==> config.mk <==
export PLATFORM = sky130hd
export DESIGN_NAME = linear_interp_resampler_flat
export DESIGN_NICKNAME = d
export VERILOG_FILES = /design/src/lir_pkg.sv /design/src/lir_in_if.sv /design/src/lir_out_if.sv /design/src/lir_ctrl.sv /design/src/lir_datapath.sv /design/src/linear_interp_resampler.sv /design/src/flat_wrapper.sv
export SDC_FILE = /design/constraint.sdc
export NUM_CORES = 2
export LEC_CHECK = 0
export ABC_AREA = 0
export BUFFER_PORTS_ARGS = -buffer_cell sky130_fd_sc_hd__buf_2
export CAP_MARGIN = 20
export CORE_ASPECT_RATIO = 1.5
export CORE_MARGIN = 2
export CORE_UTILIZATION = 60
export CTS_CLUSTER_DIAMETER = 80
export CTS_CLUSTER_SIZE = 28
export DETAILED_ROUTE_END_ITERATION = 7
export PLACE_DENSITY = 0.85
export SYNTH_ARGS = -nofsm -noshare
export SYNTH_HDL_FRONTEND = slang
export SYNTH_SLANG_ARGS = --single-unit
==> constraint.sdc <==
create_clock -name clk -period 14.7 [get_ports clk]
set_input_delay 2.205 -clock clk [delete_from_list [all_inputs] [get_ports clk]]
set_output_delay 2.205 -clock clk [all_outputs]
set_load 0.02 [all_outputs]
==> src/lir_pkg.sv <==
`default_nettype none
package lir_pkg;

    localparam int SAMPLE_BITS  = 16;
    localparam int MAX_CHANNELS = 2;

    localparam int FRAC_BITS  = 16;
    localparam int STEP_W     = 21;
    localparam int PHASE_W    = 21;
    localparam int PH_W       = PHASE_W + 1;
    localparam int CHAN_W     = 2;
    localparam int CFG_IDX_W  = 1;
    localparam int CFG_DATA_W = 21;
    localparam int PROD_W     = SAMPLE_BITS + FRAC_BITS + 2;

    localparam logic [STEP_W-1:0] STEP_RESET = STEP_W'(65536);
    localparam logic [STEP_W-1:0] MIN_STEP   = STEP_W'(8192);
    localparam logic [CHAN_W-1:0] CHAN_RESET = CHAN_W'(2);

    localparam logic [PH_W-1:0] ONE_PH = PH_W'(1) << FRAC_BITS;
    localparam logic [PH_W-1:0] TWO_PH = PH_W'(2) << FRAC_BITS;

    localparam logic [CFG_IDX_W-1:0] REG_STEP = CFG_IDX_W'(0);
    localparam logic [CFG_IDX_W-1:0] REG_CHAN = CFG_IDX_W'(1);

    typedef struct packed {
        logic in_ready;
        logic capture;
        logic mul;
        logic lerp_emit;
        logic copy_emit;
        logic sub_one;
        logic hold;
        logic store_phase;
        logic copy_done;
    } lir_cmd_t;

    typedef struct packed {
        logic in_valid;
        logic held_valid;
        logic ph_lt_one;
        logic last;
        logic out_free;
    } lir_status_t;

endpackage
`default_nettype wire

==> src/lir_in_if.sv <==
`default_nettype none
interface lir_in_if import lir_pkg::*; ();
    logic                          valid;
    logic                          ready;
    logic signed [SAMPLE_BITS-1:0] sample_0;
    logic signed [SAMPLE_BITS-1:0] sample_1;
    logic                          block_last;

    modport source (output valid, output sample_0, output sample_1, output block_last,
                    input ready);
    modport sink   (input valid, input sample_0, input sample_1, input block_last,
                    output ready);
endinterface
`default_nettype wire

==> src/lir_out_if.sv <==
`default_nettype none
interface lir_out_if import lir_pkg::*; ();
    logic                          valid;
    logic                          ready;
    logic signed [SAMPLE_BITS-1:0] out_0;
    logic signed [SAMPLE_BITS-1:0] out_1;
    logic                          run_end;

    modport source (output valid, output out_0, output out_1, output run_end,
                    input ready);
    modport sink   (input valid, input out_0, input out_1, input run_end,
                    output ready);
endinterface
`default_nettype wire

==> src/lir_ctrl.sv <==
`default_nettype none
module lir_ctrl import lir_pkg::*;
(
    input  wire         clk,
    input  wire         rst_n,
    input  wire lir_status_t status,
    output lir_cmd_t    cmd
);

    localparam logic [2:0] S_IDLE  = 3'd0;
    localparam logic [2:0] S_LTEST = 3'd1;
    localparam logic [2:0] S_LOUT  = 3'd2;
    localparam logic [2:0] S_HOLD  = 3'd3;
    localparam logic [2:0] S_COPY  = 3'd4;

    logic [2:0] state_reg;
    logic [2:0] state_next;

    always_comb
    begin
        cmd        = '0;
        state_next = state_reg;
        case (state_reg)
            S_IDLE:
            begin
                cmd.in_ready = 1'b1;
                if (status.in_valid)
                begin
                    cmd.capture = 1'b1;
                    state_next  = status.held_valid ? S_LTEST : S_HOLD;
                end
            end
            S_LTEST:
            begin
                if (status.ph_lt_one)
                begin
                    cmd.mul    = 1'b1;
                    state_next = S_LOUT;
                end
                else
                begin
                    cmd.sub_one = 1'b1;
                    state_next  = S_HOLD;
                end
            end
            S_LOUT:
            begin
                if (status.out_free)
                begin
                    cmd.lerp_emit = 1'b1;
                    state_next    = S_LTEST;
                end
            end
            S_HOLD:
            begin
                cmd.hold = 1'b1;
                if (status.last)
                begin
                    state_next = S_COPY;
                end
                else
                begin
                    cmd.store_phase = 1'b1;
                    state_next      = S_IDLE;
                end
            end
            S_COPY:
            begin
                if (status.ph_lt_one)
                begin
                    cmd.copy_emit = status.out_free;
                end
                else
                begin
                    cmd.copy_done = 1'b1;
                    state_next    = S_IDLE;
                end
            end
            default:
            begin
                state_next = S_IDLE;
            end
        endcase
    end

    always_ff @(posedge clk or negedge rst_n)
    begin
        if (!rst_n)
        begin
            state_reg <= S_IDLE;
        end
        else
        begin
            state_reg <= state_next;
        end
    end

    assert property (@(posedge clk) disable iff (!rst_n)
        cmd.mul |=> state_reg == S_LOUT)
        else $error("multiply not followed by output state");

    assert property (@(posedge clk) disable iff (!rst_n)
        cmd.copy_done |=> state_reg == S_IDLE)
        else $error("copy run did not return to idle");

    assert property (@(posedge clk) disable iff (!rst_n)
        cmd.sub_one |=> state_reg == S_HOLD)
        else $error("phase wrap not followed by hold state");

endmodule
`default_nettype wire

==> src/lir_datapath.sv <==
`default_nettype none
module lir_datapath import lir_pkg::*;
(
    input  wire                   clk,
    input  wire                   rst_n,
    input  wire                   cfg_we,
    input  wire [CFG_IDX_W-1:0]   cfg_index,
    input  wire [CFG_DATA_W-1:0]  cfg_data,
    input  wire lir_cmd_t         cmd,
    output lir_status_t           status,
    lir_in_if.sink                in_frame,
    lir_out_if.source             out_frame
);

    logic [STEP_W-1:0]             step_reg;
    logic [CHAN_W-1:0]             chan_reg;
    logic signed [SAMPLE_BITS-1:0] held0_reg;
    logic signed [SAMPLE_BITS-1:0] held1_reg;
    logic                          held_valid_reg;
    logic [PHASE_W-1:0]            phase_acc_reg;
    logic [PH_W-1:0]               ph_reg;
    logic signed [SAMPLE_BITS-1:0] new0_reg;
    logic signed [SAMPLE_BITS-1:0] new1_reg;
    logic                          last_reg;
    logic signed [PROD_W-1:0]      prod0_reg;
    logic signed [PROD_W-1:0]      prod1_reg;
    logic signed [SAMPLE_BITS-1:0] out0_reg;
    logic signed [SAMPLE_BITS-1:0] out1_reg;
    logic                          run_end_reg;
    logic                          out_valid_reg;

    logic                          stereo;
    logic [STEP_W-1:0]             step_eff;
    logic [PH_W-1:0]               ph_sum;
    logic [PH_W-1:0]               ph_minus;
    logic signed [SAMPLE_BITS:0]   diff0;
    logic signed [SAMPLE_BITS:0]   diff1;
    logic signed [FRAC_BITS:0]     frac;
    logic signed [PROD_W:0]        rnd0;
    logic signed [PROD_W:0]        rnd1;
    logic signed [PROD_W:0]        q0;
    logic signed [PROD_W:0]        q1;
    logic signed [SAMPLE_BITS-1:0] lerp0;
    logic signed [SAMPLE_BITS-1:0] lerp1;
    logic                          lerp_end;
    logic                          copy_end;
    logic                          out_load;

    assign stereo   = (chan_reg >= CHAN_W'(2)) && (MAX_CHANNELS >= 2);
    assign step_eff = (step_reg < MIN_STEP) ? MIN_STEP : step_reg;
    assign ph_sum   = ph_reg + PH_W'(step_eff);
    assign ph_minus = ph_reg - ONE_PH;

    assign diff0 = $signed({new0_reg[SAMPLE_BITS-1], new0_reg})
                 - $signed({held0_reg[SAMPLE_BITS-1], held0_reg});
    assign diff1 = $signed({new1_reg[SAMPLE_BITS-1], new1_reg})
                 - $signed({held1_reg[SAMPLE_BITS-1], held1_reg});
    assign frac  = $signed({1'b0, ph_reg[FRAC_BITS-1:0]});

    // round to nearest, ties up
    assign rnd0  = PROD_W'(prod0_reg) + (PROD_W + 1)'(1 << (FRAC_BITS - 1));
    assign rnd1  = PROD_W'(prod1_reg) + (PROD_W + 1)'(1 << (FRAC_BITS - 1));
    assign q0    = rnd0 >>> FRAC_BITS;
    assign q1    = rnd1 >>> FRAC_BITS;
    assign lerp0 = held0_reg + q0[SAMPLE_BITS-1:0];
    assign lerp1 = stereo ? (held1_reg + q1[SAMPLE_BITS-1:0]) : '0;

    assign lerp_end = (ph_sum >= ONE_PH) && (!last_reg || (ph_sum >= TWO_PH));
    assign copy_end = (ph_sum >= ONE_PH);
    assign out_load = cmd.lerp_emit || cmd.copy_emit;

    assign status.in_valid   = in_frame.valid;
    assign status.held_valid = held_valid_reg;
    assign status.ph_lt_one  = ph_reg < ONE_PH;
    assign status.last       = last_reg;
    assign status.out_free   = !out_valid_reg || out_frame.ready;

    assign in_frame.ready    = cmd.in_ready;
    assign out_frame.valid   = out_valid_reg;
    assign out_frame.out_0   = out0_reg;
    assign out_frame.out_1   = out1_reg;
    assign out_frame.run_end = run_end_reg;

    // config and control state
    always_ff @(posedge clk or negedge rst_n)
    begin
        if (!rst_n)
        begin
            step_reg       <= STEP_RESET;
            chan_reg       <= CHAN_RESET;
            held0_reg      <= '0;
            held1_reg      <= '0;
            held_valid_reg <= 1'b0;
            phase_acc_reg  <= '0;
            out_valid_reg  <= 1'b0;
        end
        else
        begin
            if (cfg_we && (cfg_index == REG_STEP))
            begin
                step_reg <= cfg_data[STEP_W-1:0];
            end
            if (cfg_we && (cfg_index == REG_CHAN))
            begin
                chan_reg <= cfg_data[CHAN_W-1:0];
            end
            if (cmd.hold)
            begin
                held0_reg      <= new0_reg;
                held1_reg      <= new1_reg;
                held_valid_reg <= 1'b1;
            end
            if (cmd.copy_done)
            begin
                held_valid_reg <= 1'b0;
                phase_acc_reg  <= ph_minus[PHASE_W-1:0];
            end
            if (cmd.store_phase)
            begin
                phase_acc_reg <= ph_reg[PHASE_W-1:0];
            end
            if (out_load)
            begin
                out_valid_reg <= 1'b1;
            end
            else if (out_frame.ready)
            begin
                out_valid_reg <= 1'b0;
            end
        end
    end

    // working registers
    always_ff @(posedge clk)
    begin
        if (cmd.capture)
        begin
            new0_reg <= in_frame.sample_0;
            new1_reg <= stereo ? in_frame.sample_1 : '0;
            last_reg <= in_frame.block_last;
            ph_reg   <= PH_W'(phase_acc_reg);
        end
        else if (cmd.sub_one || cmd.copy_done)
        begin
            ph_reg <= ph_minus;
        end
        else if (out_load)
        begin
            ph_reg <= ph_sum;
        end
        if (cmd.mul)
        begin
            prod0_reg <= PROD_W'(frac * diff0);
            prod1_reg <= PROD_W'(frac * diff1);
        end
        if (cmd.lerp_emit)
        begin
            out0_reg    <= lerp0;
            out1_reg    <= lerp1;
            run_end_reg <= lerp_end;
        end
        else if (cmd.copy_emit)
        begin
            out0_reg    <= new0_reg;
            out1_reg    <= new1_reg;
            run_end_reg <= copy_end;
        end
    end

    assert property (@(posedge clk) disable iff (!rst_n)
        out_load |-> (ph_reg < ONE_PH))
        else $error("result emitted with phase at or past one");

    assert property (@(posedge clk) disable iff (!rst_n)
        out_load |-> (!out_valid_reg || out_frame.ready))
        else $error("pending result overwritten");

    assert property (@(posedge clk) disable iff (!rst_n)
        cmd.copy_done |=> !held_valid_reg)
        else $error("held frame still valid after block end");

endmodule
`default_nettype wire

==> src/linear_interp_resampler.sv <==
// a result is registered after the request is captured, through LTEST and LOUT when interpolated,
// or through HOLD and COPY for a held copy, after a skip from LTEST to HOLD if one comes first;
// interpolated results then alternate between LTEST and LOUT, held copies follow every cycle
// while the output is free, and a frame with nothing to emit is only stored through HOLD
// reset: step 65536, stereo, no frame held, phase zero, output empty
`default_nettype none
module linear_interp_resampler import lir_pkg::*;
(
    input  wire                  clk,
    input  wire                  rst_n,
    input  wire                  cfg_we,
    input  wire [CFG_IDX_W-1:0]  cfg_index,
    input  wire [CFG_DATA_W-1:0] cfg_data,
    lir_in_if.sink               in_frame,
    lir_out_if.source            out_frame
);

    lir_cmd_t    cmd;
    lir_status_t status;

    lir_ctrl u_ctrl
    (
        .clk    (clk),
        .rst_n  (rst_n),
        .status (status),
        .cmd    (cmd)
    );

    lir_datapath u_datapath
    (
        .clk       (clk),
        .rst_n     (rst_n),
        .cfg_we    (cfg_we),
        .cfg_index (cfg_index),
        .cfg_data  (cfg_data),
        .cmd       (cmd),
        .status    (status),
        .in_frame  (in_frame),
        .out_frame (out_frame)
    );

endmodule
`default_nettype wire

==> src/flat_wrapper.sv <==
// flat-port wrapper written by rule: the top's interface ports become plain ports
module linear_interp_resampler_flat import lir_pkg::*;
  (clk, rst_n, cfg_we, cfg_index, cfg_data, in_frame_valid, in_frame_sample_0, in_frame_sample_1, in_frame_block_last, in_frame_ready, out_frame_valid, out_frame_out_0, out_frame_out_1, out_frame_run_end, out_frame_ready);
  lir_in_if in_frame_i ();
  lir_out_if out_frame_i ();
  input  wire clk;
  input  wire rst_n;
  input  wire cfg_we;
  input  wire [CFG_IDX_W-1:0] cfg_index;
  input  wire [CFG_DATA_W-1:0] cfg_data;
  input wire logic [$bits(in_frame_i.valid)-1:0] in_frame_valid;
  input wire logic [$bits(in_frame_i.sample_0)-1:0] in_frame_sample_0;
  input wire logic [$bits(in_frame_i.sample_1)-1:0] in_frame_sample_1;
  input wire logic [$bits(in_frame_i.block_last)-1:0] in_frame_block_last;
  output wire logic [$bits(in_frame_i.ready)-1:0] in_frame_ready;
  output wire logic [$bits(out_frame_i.valid)-1:0] out_frame_valid;
  output wire logic [$bits(out_frame_i.out_0)-1:0] out_frame_out_0;
  output wire logic [$bits(out_frame_i.out_1)-1:0] out_frame_out_1;
  output wire logic [$bits(out_frame_i.run_end)-1:0] out_frame_run_end;
  input wire logic [$bits(out_frame_i.ready)-1:0] out_frame_ready;
  assign in_frame_i.valid = in_frame_valid;
  assign in_frame_i.sample_0 = in_frame_sample_0;
  assign in_frame_i.sample_1 = in_frame_sample_1;
  assign in_frame_i.block_last = in_frame_block_last;
  assign in_frame_ready = in_frame_i.ready;
  assign out_frame_valid = out_frame_i.valid;
  assign out_frame_out_0 = out_frame_i.out_0;
  assign out_frame_out_1 = out_frame_i.out_1;
  assign out_frame_run_end = out_frame_i.run_end;
  assign out_frame_i.ready = out_frame_ready;
  linear_interp_resampler u_core (.clk(clk), .rst_n(rst_n), .cfg_we(cfg_we), .cfg_index(cfg_index), .cfg_data(cfg_data), .in_frame(in_frame_i), .out_frame(out_frame_i));
endmodule
==> impl_summary.log <==
INFO  metric run_status = complete, no violations
INFO  metric setup.worst_path.end_class = flip-flop
INFO  metric post_drt_wl_per_cell = 19.07 um
INFO  metric synth_top_family_by_area = adder cells
INFO  metric half_perimeter_wire_length_of_the_detailed_placement_result = 56,370 um
INFO  metric tritoncts = done
INFO  metric critical_path.reg2reg.endpoint = u_core.u_datapath.prod0_reg[31]
INFO  metric synth.mux.area_fraction = 2.646%
INFO  metric report.final.hold_viol_count = 0
INFO  metric synth.cells.most_frequent = inv_1, fa_1, nand2_1
INFO  metric timing.rr.start = u_core.u_datapath.held0_reg[1]
INFO  metric synth-seq-cells = 202
INFO  metric synth.lib_cells_used.distinct = 73
INFO  metric clk_latency = 0.52 ns
INFO  metric syn-num-nets = 3,991
INFO  metric first_global_vias = 25.80k
INFO  metric chipWidth = 186.8 um
INFO  metric rows = 100
INFO  metric async_reset_ff_share = 39.60%
INFO  metric synth_ff_type = edfxtp_1
INFO  metric groute.usage.overall = 29.38%
INFO  metric hold-path-cell-count = 1
INFO  metric synthSimpleGateAreaFrac = 15.32%
INFO  metric synth-edff-count = 121
INFO  metric timing.critical_path.arrival = 9.52 ns
INFO  metric slowest_stage = nor2_1
INFO  metric cts_made_buffers = 15
INFO  metric wl_met2 = 39,570 um
INFO  metric startpoint_type = flip-flop
INFO  metric portBuffers = 94
INFO  metric clkTransAtPathRegs = 0.09 ns
INFO  metric drive_above_1_share = 8.800%
INFO  metric layout_filler_cell_count = 3,891
INFO  metric final-max-slew-violation-count = 0
INFO  metric synthXorXnorAreaFrac = 4.024%
INFO  metric gpl.final_weighted_congestion = 0.9299
INFO  metric route.layer.met1.wl = 24,680 um
INFO  metric overall_overflow_remaining_after_global_route = 0
INFO  metric number_of_hold_buffers_added_after_cts = 0
INFO  metric worst_slew_pin_slew = 1.041 ns
INFO  metric netlist_top_cells_area = fa_1, ha_1, edfxtp_1
INFO  metric fin_crit_sh = 62.99%
INFO  metric drv.max_cap_violation_count = 0
INFO  metric clock-sinks = 202
INFO  metric drc = 0
INFO  metric synthCells = 3,198
INFO  metric flip_flop_count_of_the_largest_register_after_layout = 22
INFO  metric rrSetupSlack = 5.44 ns
INFO  metric antenna_cells_inserted = 0
INFO  metric synth_fa_ha_area_share = 41.01%
INFO  metric floorplan.io_pins = 95
INFO  metric synth_largest_area_cell = fa_1
INFO  metric fp.coreArea = 0.04955 mm^2
INFO  metric initial_core_util = 60.69%
INFO  metric critical_path.max_fanout = 18
INFO  metric criticalPathCategory = flip-flop to flip-flop
INFO  metric fin_tns_setup = 0 ns
INFO  metric cp.buffers_inverters = 7
INFO  metric detail-route-antenna-nets = 0
INFO  metric holdPathEnd = u_core.u_datapath.step_reg[10]
INFO  metric htree_num_levels = 1
INFO  metric grt_setup_unrepaired = false
INFO  metric crit_required = 14.96 ns
INFO  metric first_pass_grt_wire_length = 123,300 um
INFO  metric logic_depth_of_the_worst_setup_path_including_buffers = 31
INFO  metric cts-root-buf = clkbuf_16
INFO  metric fin_crit = 9.260 ns
INFO  metric synth_sequential_area_ratio = 18.82%
INFO  metric slowest_delay = 0.80 ns
INFO  metric mappedNetlistArea = 0.03007 mm^2
INFO  metric met3RoutedLength = 4614 um
INFO  metric drt-initial-drc-count = 1,271
INFO  metric antenna_found_initial = 1
INFO  metric hold_path.class = flip-flop to flip-flop
INFO  metric crit_family = adder cells
INFO  metric via_count = 23.12k
INFO  metric postCtsSetupBuffers = 0
INFO  metric die_area = 0.05196 mm^2
INFO  metric sequential_cell_area = 0.005658 mm^2
INFO  metric whs = 0.5069 ns
INFO  metric fmax = 108.0 MHz
INFO  metric cts_repair_resize_count = 0
INFO  metric netlist.area_leader.share = 28.03%
INFO  metric height_of_the_chip = 278.2 um
INFO  metric timing.clock.skew = 0.03659 ns
INFO  metric drt_wl_total = 73,960 um
INFO  metric post_drt_via_cell_ratio = 5.960
INFO  metric synth.avg_cell_area = 9.403 um^2
INFO  metric grt_max_degree = 81
INFO  metric synth_compound_gate_area_share = 8.892%
INFO  metric min_from = u_core.u_datapath.step_reg[10]
INFO  metric firstDrtPassIters = 5
INFO  metric worst_slew_margin_rel = 28.79%
INFO  metric ctsLongestPathBuffers = 3
INFO  metric area_growth = 5.746%
INFO  metric reg2reg_depth = 31
INFO  metric finish.net_count = 4,001
INFO  metric top_count_cell_post_synth = inv_1
INFO  metric maxUsedRoutingLayer = met5
INFO  metric timing.final.setup_violations = 0
INFO  metric multi_input_comb_area = 0.02168 mm^2
INFO  metric yosys_warning_total = 0
==> layer usage <==
layer  vias to the layer above  track usage [%]
li1                      10250                -
met1                     11450            30.11
met2                       989            55.67
met3                       435            4.515
met4                         2            17.97
met5                         -                0
==> cell families (layout without fill, tap and decap cells) <==
family | Yosys count | after routing
DFF | 202 | 202
xor gates and xnor gates | 135 | 135
and+or+nand+nor | 924 | 924
muxes | 71 | 71
AOI/OAI and AO/OA | 389 | 389
buffers and inverters | 744 | 762
adders and majority gates | 733 | 733
==> worst max-delay path by stage <==
stage	to	from	slack (ns)
floorplan	u_core.u_datapath.prod0_reg[31]	u_core.u_datapath.held0_reg[0]	6.45
global placement	u_core.u_datapath.prod1_reg[31]	u_core.u_datapath.held1_reg[1]	5.98
detailed placement	u_core.u_datapath.prod0_reg[31]	u_core.u_datapath.held0_reg[1]	5.65
CTS	u_core.u_datapath.prod0_reg[31]	u_core.u_datapath.held0_reg[1]	5.60
global route	u_core.u_datapath.prod0_reg[31]	u_core.u_datapath.held0_reg[1]	4.86
finish	u_core.u_datapath.prod0_reg[31]	u_core.u_datapath.held0_reg[1]	5.44
==> per-stage QoR <==
step	area (um^2)	std cells	utilization [%]	setup slack [ns]
after global routing	31800	3879	64.18	4.858
after detailed placement	31240	3853	63.06	5.651
after floorplan	30070	3198	-	6.454
after global placement	31240	3853	63.06	5.979
after CTS	31780	3878	64.14	5.603
final	31800	3879	64.18	5.440
==> placed cells by master, fill, tap and decap left out, types with 15 or more instances in the layout <==
master	count
nand2b_1	29
fa_1	421
o21ai_0	98
o31ai_1	27
nor2b_1	93
buf_2	93
a21oi_1	74
dfrtp_1	78
buf_4	51
edfxtp_1	121
nor3_1	32
or2_2	15
ha_1	312
and2_1	165
a21o_1	29
and3_1	43
xnor2_1	80
nand3_1	72
xor2_1	46
mux2_2	68
clkbuf_16	15
o211ai_1	19
nor2_1	79
nand2_1	349
inv_1	592
==> area by class of cell <==
class	instances	area share, %
timing repair buffer	145	2.731
tap	663	2.609
multi-input combinational	2252	68.19
clock buffer	16	1.192
sequential	202	17.79
clock inverter	9	0.4919
inverter	592	6.988
Power is left out: the tool's default activity adds up to more than one toggle a clock period on the data nets, which glitch-free logic cannot reach.
